File: src/hdl/gdawc_pkg.sv
// Shared types, constants and the control store for the calendar unit.
// Used by gdawc_seq, gdawc_dp and gregorian_date_add_and_week_count.
package gdawc_pkg;

	// Widths
	localparam int unsigned STEP_W = 5;   // control store address
	localparam int unsigned DAY_W  = 17;  // day accumulator: 31 + 65535
	localparam int unsigned YR_W   = 15;  // year incl. carry past 16383
	localparam int unsigned Q_W    = 6;   // quotient by 400
	localparam int unsigned ACC_W  = 24;  // signed serial difference
	localparam int unsigned X_W    = 22;  // non-negative day difference
	localparam int unsigned PROD_W = 2 * X_W;
	localparam int unsigned WK_W   = 20;
	localparam int unsigned REM_W  = X_W + 2;
	localparam int unsigned ST_W   = 2;

	// Calendar constants
	localparam int unsigned YEAR_CYCLE    = 400;
	localparam int unsigned CENTURY       = 100;
	localparam int unsigned YEAR_MAX      = 9999;
	localparam int unsigned MONTHS        = 12;
	localparam int unsigned DAYS_PER_YEAR = 365;
	localparam int unsigned WEEK_DAYS     = 7;
	localparam int unsigned FEB_LONG      = 29;
	localparam int unsigned FEB_SHORT     = 28;
	localparam int unsigned MON_LONG      = 31;
	localparam int unsigned MON_SHORT     = 30;

	// Reciprocal of 7, rounded down; the quotient is low by at most one
	localparam int unsigned RECIP_SH = 24;
	localparam logic [X_W-1:0] RECIP7 = X_W'((64'd1 << RECIP_SH) / 64'd7);

	// Result status codes
	localparam logic [ST_W-1:0] ST_OK  = 2'd0;
	localparam logic [ST_W-1:0] ST_INV = 2'd1;
	localparam logic [ST_W-1:0] ST_OVF = 2'd2;

	typedef logic [3:0] op_t;
	typedef logic [2:0] cond_t;
	typedef logic [STEP_W-1:0] step_t;

	// Datapath operations
	localparam op_t OP_NOP    = 4'd0;
	localparam op_t OP_LOAD_A = 4'd1;   // working date from A (plus day count in mode 0)
	localparam op_t OP_LOAD_B = 4'd2;   // working date from B
	localparam op_t OP_DIV    = 4'd3;   // one subtract-400 step
	localparam op_t OP_CARRY  = 4'd4;   // one month of day carry
	localparam op_t OP_SERY   = 4'd5;   // shifted year for the day serial
	localparam op_t OP_ACC_Y  = 4'd6;   // serial term 365*Y + Y/4
	localparam op_t OP_ACC_Q  = 4'd7;   // serial term -Y/100 + Y/400
	localparam op_t OP_ACC_D  = 4'd8;   // serial term month offset + day - 1
	localparam op_t OP_MUL    = 4'd9;   // difference times reciprocal of 7
	localparam op_t OP_FIX    = 4'd10;  // quotient correction
	localparam op_t OP_E_DATE = 4'd11;  // emit resulting date
	localparam op_t OP_E_WEEK = 4'd12;  // emit week count
	localparam op_t OP_E_NEG  = 4'd13;  // emit -1, A after B
	localparam op_t OP_E_INV  = 4'd14;  // emit invalid status
	localparam op_t OP_E_OVF  = 4'd15;  // emit overflow status

	// Jump conditions
	localparam cond_t C_NONE  = 3'd0;
	localparam cond_t C_INV   = 3'd1;
	localparam cond_t C_TGE   = 3'd2;
	localparam cond_t C_DGT   = 3'd3;
	localparam cond_t C_YOVF  = 3'd4;
	localparam cond_t C_MODE0 = 3'd5;
	localparam cond_t C_NEG   = 3'd6;

	// Program addresses
	localparam step_t L_LOAD_A  = 5'd0;
	localparam step_t L_DIV_A   = 5'd1;
	localparam step_t L_CARRY_A = 5'd2;
	localparam step_t L_OVF_A   = 5'd3;
	localparam step_t L_MODE    = 5'd4;
	localparam step_t L_SERY_A  = 5'd5;
	localparam step_t L_DIVS_A  = 5'd6;
	localparam step_t L_ACCY_A  = 5'd7;
	localparam step_t L_ACCQ_A  = 5'd8;
	localparam step_t L_ACCD_A  = 5'd9;
	localparam step_t L_LOAD_B  = 5'd10;
	localparam step_t L_DIV_B   = 5'd11;
	localparam step_t L_CARRY_B = 5'd12;
	localparam step_t L_OVF_B   = 5'd13;
	localparam step_t L_SERY_B  = 5'd14;
	localparam step_t L_DIVS_B  = 5'd15;
	localparam step_t L_ACCY_B  = 5'd16;
	localparam step_t L_ACCQ_B  = 5'd17;
	localparam step_t L_ACCD_B  = 5'd18;
	localparam step_t L_SIGN    = 5'd19;
	localparam step_t L_MUL     = 5'd20;
	localparam step_t L_FIX     = 5'd21;
	localparam step_t L_E_WEEK  = 5'd22;
	localparam step_t L_E_DATE  = 5'd23;
	localparam step_t L_E_NEG   = 5'd24;
	localparam step_t L_E_INV   = 5'd25;
	localparam step_t L_E_OVF   = 5'd26;

	typedef struct packed {
		op_t   op;
		logic  sub;
		cond_t cond;
		step_t tgt;
	} uword_t;

	typedef struct packed {
		logic inv;
		logic t_ge;
		logic d_gt;
		logic y_ovf;
		logic mode0;
		logic neg;
	} flags_t;

	typedef struct packed {
		logic run;
		op_t  op;
		logic sub;
	} dp_ctl_t;

	function automatic logic is_emit(input op_t op);
		return op == OP_E_DATE || op == OP_E_WEEK || op == OP_E_NEG ||
			op == OP_E_INV || op == OP_E_OVF;
	endfunction

	// Leap test from year mod 400
	function automatic logic leap_r(input logic [8:0] r);
		return r[1:0] == 2'b00 && r != 9'(CENTURY) && r != 9'(2 * CENTURY) &&
			r != 9'(3 * CENTURY);
	endfunction

	// (year mod 400) / 100
	function automatic logic [1:0] hundreds(input logic [8:0] r);
		logic [1:0] h;
		if (r >= 9'(3 * CENTURY)) h = 2'd3;
		else if (r >= 9'(2 * CENTURY)) h = 2'd2;
		else if (r >= 9'(CENTURY)) h = 2'd1;
		else h = 2'd0;
		return h;
	endfunction

	function automatic logic [4:0] month_len(input logic [3:0] m, input logic leap);
		logic [4:0] n;
		if (m == 4'd2) n = leap ? 5'(FEB_LONG) : 5'(FEB_SHORT);
		else if (m == 4'd4 || m == 4'd6 || m == 4'd9 || m == 4'd11) n = 5'(MON_SHORT);
		else n = 5'(MON_LONG);
		return n;
	endfunction

	// Days before the month in a year starting in March
	function automatic logic [8:0] month_off(input logic [3:0] m);
		logic [8:0] v;
		case (m)
			4'd3:    v = 9'd0;
			4'd4:    v = 9'd31;
			4'd5:    v = 9'd61;
			4'd6:    v = 9'd92;
			4'd7:    v = 9'd122;
			4'd8:    v = 9'd153;
			4'd9:    v = 9'd184;
			4'd10:   v = 9'd214;
			4'd11:   v = 9'd245;
			4'd12:   v = 9'd275;
			4'd1:    v = 9'd306;
			4'd2:    v = 9'd337;
			default: v = 9'd0;
		endcase
		return v;
	endfunction

	function automatic logic date_ok(input logic [4:0] d, input logic [3:0] m);
		return d != 5'd0 && m >= 4'd1 && m <= 4'(MONTHS);
	endfunction

	function automatic uword_t uw(input op_t op, input logic sub, input cond_t cond,
		input step_t tgt);
		uword_t w;
		w.op = op;
		w.sub = sub;
		w.cond = cond;
		w.tgt = tgt;
		return w;
	endfunction

	// Control store: a taken condition jumps to tgt, otherwise the next step
	function automatic uword_t ucode(input step_t a);
		uword_t w;
		case (a)
			L_LOAD_A:  w = uw(OP_LOAD_A, 1'b0, C_INV, L_E_INV);
			L_DIV_A:   w = uw(OP_DIV, 1'b0, C_TGE, L_DIV_A);
			L_CARRY_A: w = uw(OP_CARRY, 1'b0, C_DGT, L_CARRY_A);
			L_OVF_A:   w = uw(OP_NOP, 1'b0, C_YOVF, L_E_OVF);
			L_MODE:    w = uw(OP_NOP, 1'b0, C_MODE0, L_E_DATE);
			L_SERY_A:  w = uw(OP_SERY, 1'b0, C_NONE, L_SERY_A);
			L_DIVS_A:  w = uw(OP_DIV, 1'b0, C_TGE, L_DIVS_A);
			L_ACCY_A:  w = uw(OP_ACC_Y, 1'b1, C_NONE, L_ACCY_A);
			L_ACCQ_A:  w = uw(OP_ACC_Q, 1'b1, C_NONE, L_ACCQ_A);
			L_ACCD_A:  w = uw(OP_ACC_D, 1'b1, C_NONE, L_ACCD_A);
			L_LOAD_B:  w = uw(OP_LOAD_B, 1'b0, C_NONE, L_LOAD_B);
			L_DIV_B:   w = uw(OP_DIV, 1'b0, C_TGE, L_DIV_B);
			L_CARRY_B: w = uw(OP_CARRY, 1'b0, C_DGT, L_CARRY_B);
			L_OVF_B:   w = uw(OP_NOP, 1'b0, C_YOVF, L_E_OVF);
			L_SERY_B:  w = uw(OP_SERY, 1'b0, C_NONE, L_SERY_B);
			L_DIVS_B:  w = uw(OP_DIV, 1'b0, C_TGE, L_DIVS_B);
			L_ACCY_B:  w = uw(OP_ACC_Y, 1'b0, C_NONE, L_ACCY_B);
			L_ACCQ_B:  w = uw(OP_ACC_Q, 1'b0, C_NONE, L_ACCQ_B);
			L_ACCD_B:  w = uw(OP_ACC_D, 1'b0, C_NONE, L_ACCD_B);
			L_SIGN:    w = uw(OP_NOP, 1'b0, C_NEG, L_E_NEG);
			L_MUL:     w = uw(OP_MUL, 1'b0, C_NONE, L_MUL);
			L_FIX:     w = uw(OP_FIX, 1'b0, C_NONE, L_FIX);
			L_E_WEEK:  w = uw(OP_E_WEEK, 1'b0, C_NONE, L_E_WEEK);
			L_E_DATE:  w = uw(OP_E_DATE, 1'b0, C_NONE, L_E_DATE);
			L_E_NEG:   w = uw(OP_E_NEG, 1'b0, C_NONE, L_E_NEG);
			L_E_INV:   w = uw(OP_E_INV, 1'b0, C_NONE, L_E_INV);
			L_E_OVF:   w = uw(OP_E_OVF, 1'b0, C_NONE, L_E_OVF);
			default:   w = uw(OP_E_INV, 1'b0, C_NONE, L_E_INV);
		endcase
		return w;
	endfunction

endpackage

File: src/hdl/gdawc_seq.sv
// Microcode sequencer: step counter, control store and conditional jumps.
// Depends on gdawc_pkg.
module gdawc_seq
	import gdawc_pkg::*;
(
	input  logic    clk,
	input  logic    arst_n,
	input  logic    start,
	input  logic    hold,
	input  flags_t  flags,
	output dp_ctl_t ctl,
	output logic    busy
);

	logic   busy_q;
	step_t  step_q;
	uword_t word;
	logic   taken;

	assign word = ucode(step_q);

	// Condition select
	always_comb begin
		case (word.cond)
			C_INV:   taken = flags.inv;
			C_TGE:   taken = flags.t_ge;
			C_DGT:   taken = flags.d_gt;
			C_YOVF:  taken = flags.y_ovf;
			C_MODE0: taken = flags.mode0;
			C_NEG:   taken = flags.neg;
			default: taken = 1'b0;
		endcase
	end

	// Step counter; an emit step waits for the output register, then ends the run
	always_ff @(posedge clk or negedge arst_n) begin
		if (!arst_n) begin
			busy_q <= 1'b0;
			step_q <= L_LOAD_A;
		end else if (start) begin
			busy_q <= 1'b1;
			step_q <= L_LOAD_A;
		end else if (busy_q) begin
			if (is_emit(word.op)) begin
				if (!hold) busy_q <= 1'b0;
			end else begin
				step_q <= taken ? word.tgt : step_q + 1'b1;
			end
		end
	end

	assign ctl  = '{run: busy_q, op: word.op, sub: word.sub};
	assign busy = busy_q;

endmodule

File: src/hdl/gdawc_dp.sv
// Datapath: operand capture, day carry, mod-400 divider, serial accumulator
// and divide-by-7. Depends on gdawc_pkg; driven by gdawc_seq.
module gdawc_dp
	import gdawc_pkg::*;
(
	input  logic                clk,
	input  logic                start,
	input  dp_ctl_t             ctl,
	input  logic                mode,
	input  logic [4:0]          day_a,
	input  logic [3:0]          month_a,
	input  logic [13:0]         year_a,
	input  logic [4:0]          day_b,
	input  logic [3:0]          month_b,
	input  logic [13:0]         year_b,
	input  logic [15:0]         days_to_add,
	output flags_t              flags,
	output logic [4:0]          res_day,
	output logic [3:0]          res_month,
	output logic [13:0]         res_year,
	output logic [WK_W-1:0]     res_week
);

	// Captured operands
	logic        mode_q, inv_q;
	logic [4:0]  da_q, db_q;
	logic [3:0]  ma_q, mb_q;
	logic [13:0] ya_q, yb_q;
	logic [15:0] add_q;

	// Working registers
	logic [DAY_W-1:0]        d_q;
	logic [3:0]              m_q;
	logic [YR_W-1:0]         y_q, t_q;
	logic [Q_W-1:0]          q_q;
	logic signed [ACC_W-1:0] acc_q;
	logic [PROD_W-1:0]       prod_q;
	logic [WK_W-1:0]         wk_q;

	logic                    leap;
	logic [4:0]              mlen;
	logic [YR_W-1:0]         y_shift;
	logic signed [ACC_W-1:0] term_y, term_q, term_d, term, acc_nx;
	logic [X_W-1:0]          diff;
	logic [WK_W-1:0]         q7;
	logic [REM_W-1:0]        q7x7, rem;

	// Month length from the running year mod 400
	assign leap = leap_r(t_q[8:0]);
	assign mlen = month_len(m_q, leap);

	assign flags.inv   = inv_q;
	assign flags.t_ge  = t_q >= YR_W'(YEAR_CYCLE);
	assign flags.d_gt  = d_q > DAY_W'(mlen);
	assign flags.y_ovf = y_q > YR_W'(YEAR_MAX);
	assign flags.mode0 = !mode_q;
	assign flags.neg   = acc_q[ACC_W-1];

	// Serial terms: 365*Y + Y/4 - Y/100 + Y/400 + month offset + day - 1
	assign y_shift = y_q + YR_W'(YEAR_CYCLE) - YR_W'(m_q <= 4'd2);
	assign term_y  = $signed(ACC_W'(y_q) * ACC_W'(DAYS_PER_YEAR) + ACC_W'(y_q[YR_W-1:2]));
	assign term_q  = -$signed(ACC_W'(q_q) * ACC_W'(3) + ACC_W'(hundreds(t_q[8:0])));
	assign term_d  = $signed(ACC_W'(month_off(m_q)) + ACC_W'(d_q) - ACC_W'(1));

	always_comb begin
		case (ctl.op)
			OP_ACC_Y: term = term_y;
			OP_ACC_Q: term = term_q;
			OP_ACC_D: term = term_d;
			default:  term = '0;
		endcase
	end

	// A's serial is subtracted, B's added
	assign acc_nx = ctl.sub ? acc_q - term : acc_q + term;

	// Divide by 7: estimate from the registered product, then one correction
	assign diff = acc_q[X_W-1:0];
	assign q7   = prod_q[PROD_W-1 -: WK_W];
	assign q7x7 = (REM_W'(q7) << 3) - REM_W'(q7);
	assign rem  = REM_W'(diff) - q7x7;

	// Operand capture on transfer
	always_ff @(posedge clk) begin
		if (start) begin
			mode_q <= mode;
			da_q   <= day_a;
			ma_q   <= month_a;
			ya_q   <= year_a;
			db_q   <= day_b;
			mb_q   <= month_b;
			yb_q   <= year_b;
			add_q  <= days_to_add;
			inv_q  <= !date_ok(day_a, month_a) || (mode && !date_ok(day_b, month_b));
		end
	end

	// Microcoded operations
	always_ff @(posedge clk) begin
		if (ctl.run) begin
			case (ctl.op)
				OP_LOAD_A: begin
					d_q   <= mode_q ? DAY_W'(da_q) : DAY_W'(da_q) + DAY_W'(add_q);
					m_q   <= ma_q;
					y_q   <= YR_W'(ya_q);
					t_q   <= YR_W'(ya_q);
					q_q   <= '0;
					acc_q <= '0;
				end
				OP_LOAD_B: begin
					d_q <= DAY_W'(db_q);
					m_q <= mb_q;
					y_q <= YR_W'(yb_q);
					t_q <= YR_W'(yb_q);
					q_q <= '0;
				end
				OP_DIV: begin
					if (flags.t_ge) begin
						t_q <= t_q - YR_W'(YEAR_CYCLE);
						q_q <= q_q + 1'b1;
					end
				end
				OP_CARRY: begin
					if (flags.d_gt) begin
						d_q <= d_q - DAY_W'(mlen);
						if (m_q == 4'(MONTHS)) begin
							m_q <= 4'd1;
							y_q <= y_q + 1'b1;
							t_q <= (t_q == YR_W'(YEAR_CYCLE - 1)) ? '0 : t_q + 1'b1;
						end else begin
							m_q <= m_q + 1'b1;
						end
					end
				end
				OP_SERY: begin
					y_q <= y_shift;
					t_q <= y_shift;
					q_q <= '0;
				end
				OP_ACC_Y, OP_ACC_Q, OP_ACC_D: acc_q <= acc_nx;
				OP_MUL: prod_q <= PROD_W'(diff) * PROD_W'(RECIP7);
				OP_FIX: wk_q <= (rem >= REM_W'(WEEK_DAYS)) ? q7 + 1'b1 : q7;
				default: ;
			endcase
		end
	end

	assign res_day   = d_q[4:0];
	assign res_month = m_q;
	assign res_year  = y_q[13:0];
	assign res_week  = wk_q;

endmodule

File: src/hdl/gregorian_date_add_and_week_count.sv
// Gregorian date add / week count, microcoded; one item in flight at a time.
// Mode 0: load A plus the day count, divide the year by 400, carry months, check overflow, emit.
// Mode 1: for A, then B: load, divide, carry, check overflow, take Ya or Yb = year + 400, one
// less in Jan/Feb, divide it by 400 and add to the serial; then divide by 7. Early exits
// (invalid, overflow, A after B) are shorter; next transfer the cycle after the result loads.
// Reset (arst_n low, async) clears the sequencer and output valid; no clearing pass.
module gregorian_date_add_and_week_count
	import gdawc_pkg::*;
(
	input  logic               clk,
	input  logic               arst_n,
	input  logic               in_valid,
	output logic               in_stall,
	input  logic               mode,
	input  logic [4:0]         day_a,
	input  logic [3:0]         month_a,
	input  logic [13:0]        year_a,
	input  logic [4:0]         day_b,
	input  logic [3:0]         month_b,
	input  logic [13:0]        year_b,
	input  logic [15:0]        days_to_add,
	output logic               out_valid,
	input  logic               out_stall,
	output logic [4:0]         day_out,
	output logic [3:0]         month_out,
	output logic [13:0]        year_out,
	output logic signed [19:0] week_count,
	output logic [1:0]         status
);

	logic        busy, start, out_free, emit_fire;
	dp_ctl_t     ctl;
	flags_t      flags;
	logic [4:0]  res_day;
	logic [3:0]  res_month;
	logic [13:0] res_year;
	logic [WK_W-1:0] res_week;

	logic            out_valid_q;
	logic [4:0]      day_q;
	logic [3:0]      month_q;
	logic [13:0]     year_q;
	logic [WK_W-1:0] week_q;
	logic [ST_W-1:0] status_q;

	logic [4:0]      day_nx;
	logic [3:0]      month_nx;
	logic [13:0]     year_nx;
	logic [WK_W-1:0] week_nx;
	logic [ST_W-1:0] status_nx;

	assign in_stall  = busy;
	assign start     = in_valid && !busy;
	assign out_free  = !out_valid_q || !out_stall;
	assign emit_fire = ctl.run && is_emit(ctl.op) && out_free;

	gdawc_seq u_seq (
		.clk    (clk),
		.arst_n (arst_n),
		.start  (start),
		.hold   (!out_free),
		.flags  (flags),
		.ctl    (ctl),
		.busy   (busy)
	);

	gdawc_dp u_dp (
		.clk         (clk),
		.start       (start),
		.ctl         (ctl),
		.mode        (mode),
		.day_a       (day_a),
		.month_a     (month_a),
		.year_a      (year_a),
		.day_b       (day_b),
		.month_b     (month_b),
		.year_b      (year_b),
		.days_to_add (days_to_add),
		.flags       (flags),
		.res_day     (res_day),
		.res_month   (res_month),
		.res_year    (res_year),
		.res_week    (res_week)
	);

	// Output valid: set on emit, cleared on transfer
	always_ff @(posedge clk or negedge arst_n) begin
		if (!arst_n) begin
			out_valid_q <= 1'b0;
		end else if (emit_fire) begin
			out_valid_q <= 1'b1;
		end else if (!out_stall) begin
			out_valid_q <= 1'b0;
		end
	end

	// Result fields per emit kind; unused fields read zero
	always_comb begin
		day_nx    = '0;
		month_nx  = '0;
		year_nx   = '0;
		week_nx   = '0;
		status_nx = ST_OK;
		unique case (ctl.op)
			OP_E_DATE: begin
				day_nx   = res_day;
				month_nx = res_month;
				year_nx  = res_year;
			end
			OP_E_WEEK: week_nx = res_week;
			OP_E_NEG:  week_nx = '1;
			OP_E_INV:  status_nx = ST_INV;
			OP_E_OVF:  status_nx = ST_OVF;
			default: ;
		endcase
	end

	// Output payload
	always_ff @(posedge clk) begin
		if (emit_fire) begin
			day_q    <= day_nx;
			month_q  <= month_nx;
			year_q   <= year_nx;
			week_q   <= week_nx;
			status_q <= status_nx;
		end
	end

	assign out_valid  = out_valid_q;
	assign day_out    = day_q;
	assign month_out  = month_q;
	assign year_out   = year_q;
	assign week_count = $signed(week_q);
	assign status     = status_q;

	// An accepted item keeps the input side closed while it runs
	a_busy_after_start: assert property (@(posedge clk) disable iff (!arst_n)
		start |=> in_stall)
		else $error("sequencer not busy after input transfer");

	a_status_code: assert property (@(posedge clk) disable iff (!arst_n)
		out_valid |-> (status == ST_OK || status == ST_INV || status == ST_OVF))
		else $error("undefined status code");

	a_error_zero: assert property (@(posedge clk) disable iff (!arst_n)
		out_valid && status != ST_OK |->
			day_out == 5'd0 && month_out == 4'd0 && year_out == 14'd0 && week_count == 20'sd0)
		else $error("error result carries nonzero fields");

	a_emit_idle_next: assert property (@(posedge clk) disable iff (!arst_n)
		emit_fire |=> !in_stall && out_valid)
		else $error("emit did not end the run");

endmodule

File: config.mk
export PLATFORM = sky130hd
export DESIGN_NAME = gregorian_date_add_and_week_count
export DESIGN_NICKNAME = d
export VERILOG_FILES = /design/src/hdl/gdawc_pkg.sv /design/src/hdl/gdawc_seq.sv /design/src/hdl/gdawc_dp.sv /design/src/hdl/gregorian_date_add_and_week_count.sv
export SDC_FILE = /design/constraint.sdc
export NUM_CORES = 1
export LEC_CHECK = 0
export BUFFER_PORTS_ARGS = -buffer_cell sky130_fd_sc_hd__buf_4
export CAP_MARGIN = 30
export CELL_PAD_IN_SITES_DETAIL_PLACEMENT = 0
export CELL_PAD_IN_SITES_GLOBAL_PLACEMENT = 2
export CORE_ASPECT_RATIO = 1.75
export CORE_MARGIN = 2
export CORE_UTILIZATION = 37
export CTS_CLUSTER_DIAMETER = 100
export DETAILED_ROUTE_END_ITERATION = 10
export GPL_TIMING_DRIVEN = 0
export MAX_ROUTING_LAYER = met4
export PLACE_DENSITY = 0.89
export SETUP_SLACK_MARGIN = 0.15
export SYNTH_ARGS = -nofsm -noshare
export SYNTH_HDL_FRONTEND = slang
export SYNTH_SLANG_ARGS = --single-unit
File: constraint.sdc
create_clock -name clk -period 8.4 [get_ports clk]
set_clock_uncertainty 0.15 [all_clocks]
set_input_delay 1.68 -clock clk [delete_from_list [all_inputs] [get_ports clk]]
set_output_delay 1.68 -clock clk [all_outputs]
set_load 0.01 [all_outputs]
## After elaboration in Yosys (flattened, before gate mapping)

Memory sizes are Yosys's and may differ from the RTL's. A register that Yosys moved wholly into a read port is not among the register bits.
Cells that the tools add are included.

- Bits in read-only memories: 560
- Word-level logic and storage cells: 183
- Output and inout bits: 47
- Memories kept: 2
- Bits in registers: 261

Memory list:

| name | depth | bits a word | read ports | clocked after memory_dff | wr ports | line | RTL |
|---|---|---|---|---|---|---|---|
| (no name shown) | 32 | 13 | 1 | 0 | 0 | gdawc_pkg.sv:187 | `case (a)` |
| (no name shown) | 16 | 9 | 1 | 1 | 0 | gdawc_pkg.sv:152 | `case (m)` |

- Multiply operators: 3
- Multiplexer cells: 40
- $lt $le $gt $ge: 12
- Reductions and logical operators: 45
- Equal/unequal tests: 36
- Add/subtract/negate cells: 20

Operators by type and width:

| cell | number |
|---|---|
| $mux 15 | 6 |
| $pmux 15 s5 | 1 |
| $pmux 24 s3 | 1 |
| $pmux 15 s4 | 1 |
| $pmux 17 s3 | 1 |
| $pmux 24 s2 | 1 |
| $eq 4x4->1 const B | 11 |
| $mul 22x22->44 const B | 1 |
| $pmux 20 s2 | 1 |
| $mux 17 | 2 |
| $add 15x1->15 const B | 2 |
| $mux 5 | 5 |
| $add 24x13->24 | 1 |
| $add 24x24->24 | 1 |
| $eq 4x3->1 const B | 6 |
| $ge 24x3->1 const B | 1 |
| $mul 15x9->24 const B | 1 |
| $mux 24 | 1 |
| $neg 24->24 | 1 |
| $sub 22x24->24 | 1 |
| $sub 23x20->24 | 1 |
| $sub 24x1->24 const B | 1 |
| $sub 24x24->24 | 1 |
| $add 20x1->20 const B | 1 |
| 53 further kinds | 106 |

## Depth between registers and ports, before layout

- Depth after elaboration: 12
- Mapped depth: 36
- Depth with buffers taken out: 35

## Cells and area by module

Synthesis repeated with hierarchy kept, for this count alone.

- Cells, all modules: 2864
- Area total of the unflattened synthesis: 27134.8 µm²

Modules (own cells, without submodules):

| module | seq. area each (µm²) | area an instance (µm²) | instances | cells each |
|---|---|---|---|---|
| gdawc_dp | 5735.5 | 24285.8 | 1 | 2592 |
| gregorian_date_add_and_week_count | 1376.3 | 1774.2 | 1 | 127 |
| gdawc_seq | 150.1 | 1074.8 | 1 | 145 |

## Least setup slack after synthesis

Ideal clock, no wire load.

- Kind: register -> register
- Start: register u_dp.y_q[7]
- End: register u_dp.acc_q[23] (data pin)
- Arrival: 7.687 ns
- Path buffers: 0
- Path slack: 0.424 ns
- Required time: 8.110 ns
- Cell stages (with the launch flop): 34
- Cells stage by stage: edfxtp_1 ha_1 inv_1 fa_1 inv_1 fa_1 fa_1 inv_1 fa_1 inv_1 ha_1 a21o_1 or3_1 nor3_1 or2_2 o21bai_1 xor2_1 a21oi_1 o21ai_0 nor4b_1 or2_2 xnor2_1 ha_1 nor2b_1 o21ai_0 nand2b_1 a21oi_1 nor2_1 o21a_1 a211oi_1 o21ai_0 o41ai_1 xnor3_1 nor2_1

- Longest elaborated chain between the ends: 6
- Elaborated cells on any way between the ends: 7

RTL lines:

| element | line | RTL |
|---|---|---|
| start, declared | gdawc_dp.sv:34 | `logic [YR_W-1:0] y_q, t_q;` |
| start signal, assigned | gdawc_dp.sv:105 | `y_q <= YR_W'(ya_q);` |
| start signal, assigned | gdawc_dp.sv:113 | `y_q <= YR_W'(yb_q);` |
| start signal, assigned | gdawc_dp.sv:128 | `y_q <= y_q + 1'b1;` |
| $mul 15x9->24 | gdawc_dp.sv:61 | `assign term_y = $signed(ACC_W'(y_q) * ACC_W'(DAYS_PER_YEAR) + ACC_W'(y_q[YR_W-1:2]));` |
| $add 24x13->24 (*) | gdawc_dp.sv:61 |  |
| $pmux 24 s3 (*) | gdawc_dp.sv:66 | `case (ctl.op)` |
| $add 24x24->24 / $sub 24x24->24 (equally long branches) | gdawc_dp.sv:75 | `assign acc_nx = ctl.sub ? acc_q - term : acc_q + term;` |
| $mux 24 (*) | gdawc_dp.sv:75 |  |
| $pmux 24 s2 (*) | gdawc_dp.sv:101 | `case (ctl.op)` |
| end signal, assigned | gdawc_dp.sv:140 | `OP_ACC_Y, OP_ACC_Q, OP_ACC_D: acc_q <= acc_nx;` |
| end, declared | gdawc_dp.sv:36 | `logic signed [ACC_W-1:0] acc_q;` |

Every way passes the cells marked *; elsewhere a longest branch is shown, timed or not.
A chain may end at the register's enable or synchronous reset.

## Worst setup path after layout

- Start: register u_dp.y_q[7]
- End: register u_dp.acc_q[22] (data pin)

The elaborated chain is that of the path after synthesis.

==> run metrics <==
Reg area=7260 sq um; root buffer cell=clkbuf_16; CP max-delay cell=fa_1; die footprint=roughly 74000 sq um; n_diodes=0; complex-gate fraction of the synthesized area=14.7%; Ys Warns=0; slew of the pin with the lowest slew margin=1.10 ns; fraction of the mapped netlist area in simple logic gates=13.3%; Area after DPL=between 20000 and 30000 sq um; Period Utilization, post-route=95.2%; Site Rows=130; Final TNS setup=0 ns; post-synthesis register bit count=246; Syn Nets=3396; antenna violations before repair=0; Detail Placement HPWL=68.2 mm; leading cell type in the layout, fill and taps excluded=inv_1; largest family of logic cells by synthesized area=adder cells; Worst path most repeated cell=fa_1; number of global-route vias before repair=22522; most frequent cells in the layout=inv_1, ha_1, edfxtp_1; later-pin clock latency in the skew report=0.62 ns; Startpoint Class=flop; IO Pins=114; pre-CTS setup slack=-1.16 ns; largest net degree at the start of global routing=65; post-synthesis sequential area ratio=a little over a quarter; layout cells sized above 1=about a tenth; max_slew headroom=24.7%; # hold bufs at CTS=0; initial core utilization=about 37%; GRT Util Overall=22.8%; clock buffer depth=3; Syn Inst Count=2788; DRT antenna net count=0; detailed router's first-iteration violation count=906; worst setup path class=reg -> reg; CTS sink cnt=246; WL/cell=20.8 um; Critical Path Fanout Max=5; unrepaired setup endpoints after global routing=yes; Final Cell Area=30100 sq um; Worst path max stage delay=0.53 ns; gpl congestion=around 0.96; Num CTS Buffers=26; DR DRC count=0; Syn Area/Cell=9.53 sq um; adder-cell area share of the yosys netlist=30.4%; # fillers=6979; Synth Area in XOR/XNOR=6.28%; Crit. End Element=flop; Synth Flop Type=edfxtp_1; Final Max Slew Viols=0; post-DR vias/cell=5.41; area delta synth->final=13.4%; Max Clk Rate=125 MHz; Die W=207 um; PnR worst setup slack=0.406 ns; mux share of post-synthesis cell area=0.716%; CTS H-tree lvls=1; DIE HEIGHT=about 360 um; Final Hold Fails=0; Max-Cap Viols=0; CTS tree=yes; first-pass GRT wire length=124 mm; vias=around 21000; Tmin final=between 7 and 8 ns; crit path DAT=around 8.2 ns; Post-synth EDFFs=230; grt total ovfl=0; Cell Area, Synth=approximately 27000 sq um; status=completed; Finish-stage setup viols=0; Nets=3578; final wirelength=between 80 and 90 mm; 1st-pass router iterations=5; Synth cell types=just under 100; number of port buffers=roughly 110; area of the multi-input gates=17700 sq um; Reg clk slew, reported paths=0.07 ns; core region area=71400 sq um; Worst Hold Class=reg -> reg; worst endpoint required time=around 8.6 ns; post-synthesis async set-or-reset flop share=2.85%
-- per-stage QoR --
step           std cells  util [%]  hold WS [ns]
2_1_floorplan       2788         -         0.345
3_3_place_gp        3825      40.0         0.332
3_5_place_dp        3839      40.3         0.354
4_1_cts             3905      41.9         0.372
5_1_grt             3914      42.2         0.399
6_report            3914      42.2         0.369
-- repair_timing --
action / in CTS / in global routing
endpoints found under the hold margin: 0 / 0
gates cloned: 0 / 0
pin swaps: 6 / 19
gates resized for setup: 22 / 32
setup buffers: 18 / 8
setup endpoints to repair: 9 / 4
-- path summary, 6_finish.rpt --
path | from | endpoint | slack, ns | cells after the start
hold / removal | u_dp.res_week[17] | week_count[17] | 0.37 | 1
setup reg to reg | u_dp.y_q[7] | u_dp.acc_q[22] | 0.41 | 31
min in group asynchronous | arst_n | u_seq.step_q[4] | 0.71 | 1
max in group asynchronous | arst_n | u_seq.step_q[2] | 7.27 | 1
setup / recovery | u_dp.y_q[7] | u_dp.acc_q[22] | 0.41 | 31
hold reg to reg | u_dp.res_week[17] | week_count[17] | 0.37 | 1
-- worst max-delay path: cells and delay by family, from the launching register on --
kind,cells,cell delay [ns]
and+or+nand+nor,10,2.07
buffers and inverters,6,0.62
DFF,1,0.50
xor gates and xnor gates,2,0.34
AOI/OAI and AO/OA,6,1.25
adders and majority gates,7,2.81
-- cell type report --
type / count / area share [%]
plain buffers: 70 / 0.959
repair buffers: 154 / 4.00
multi-input cells: 2029 / 58.6
clock buffers: 30 / 2.21
clock inverters: 18 / 0.768
flip-flops and latches: 246 / 24.1
well taps: 924 / 3.84
inverters: 443 / 5.52
-- metal layers --
layer	wire length, um	GRT usage [%]	vias up
li1	-	-	10128
met1	25600	19.4	10226
met2	45400	44.0	570
met3	2180	1.97	261
met4	8050	19.0	0
met5	0	-	-
-- kinds of logic (layout without fill, tap and decap cells) --
family / after synthesis / count (layout)
compound gates: 575 / 575
xor+xnor: 188 / 188
fa+ha+maj: 541 / 541
buf+inv: 513 / 715
flops: 246 / 246
mux: 15 / 15
simple gates: 710 / 710
-- state kept, by name, indices dropped and copies added, names as in the netlist, 2 cells and up, named ones only --
register and flops:
status 2, u_dp.ya_q 14, u_dp.t_q 15, u_dp.acc_q 24, u_dp.prod_q 20, u_dp.yb_q 14, month_out 4, u_dp.ma_q 4
u_dp.db_q 5, u_dp.q_q 6, u_dp.y_q 15, u_dp.res_week 20, week_count 20, u_dp.res_month 4, u_dp.da_q 5, u_seq.step_q 5
day_out 5, u_dp.mb_q 4, u_dp.add_q 16, u_dp.d_q 17, year_out 14
-- synthesized netlist by cell type, types with 13 or more instances --
cell type,number,area share (%)
a211oi_1,21,0.59
a21o_1,62,1.8
a21oi_1,128,2.4
a221oi_1,13,0.43
a22oi_1,20,0.56
a31oi_1,26,0.61
and3_1,58,1.4
clkbuf_1,60,0.85
edfxtp_1,230,26
fa_1,173,13
ha_1,368,17
inv_1,442,6.2
nand2_1,146,2.1
nand2b_1,32,0.75
nand3_1,59,1.1
nand4_1,28,0.66
nor2_1,202,2.9
nor2b_1,33,0.78
nor3_1,58,1.1
nor4_1,16,0.38
o211ai_1,20,0.56
o21a_1,19,0.54
o21ai_0,98,1.8
o21bai_1,13,0.37
o22ai_1,21,0.49
o31ai_1,13,0.37
or2_2,13,0.31
xnor2_1,118,3.9
xor2_1,68,2.2
Power is not shown: default switching activity piles up to over one toggle a cycle in this logic, so the estimate is an artifact.
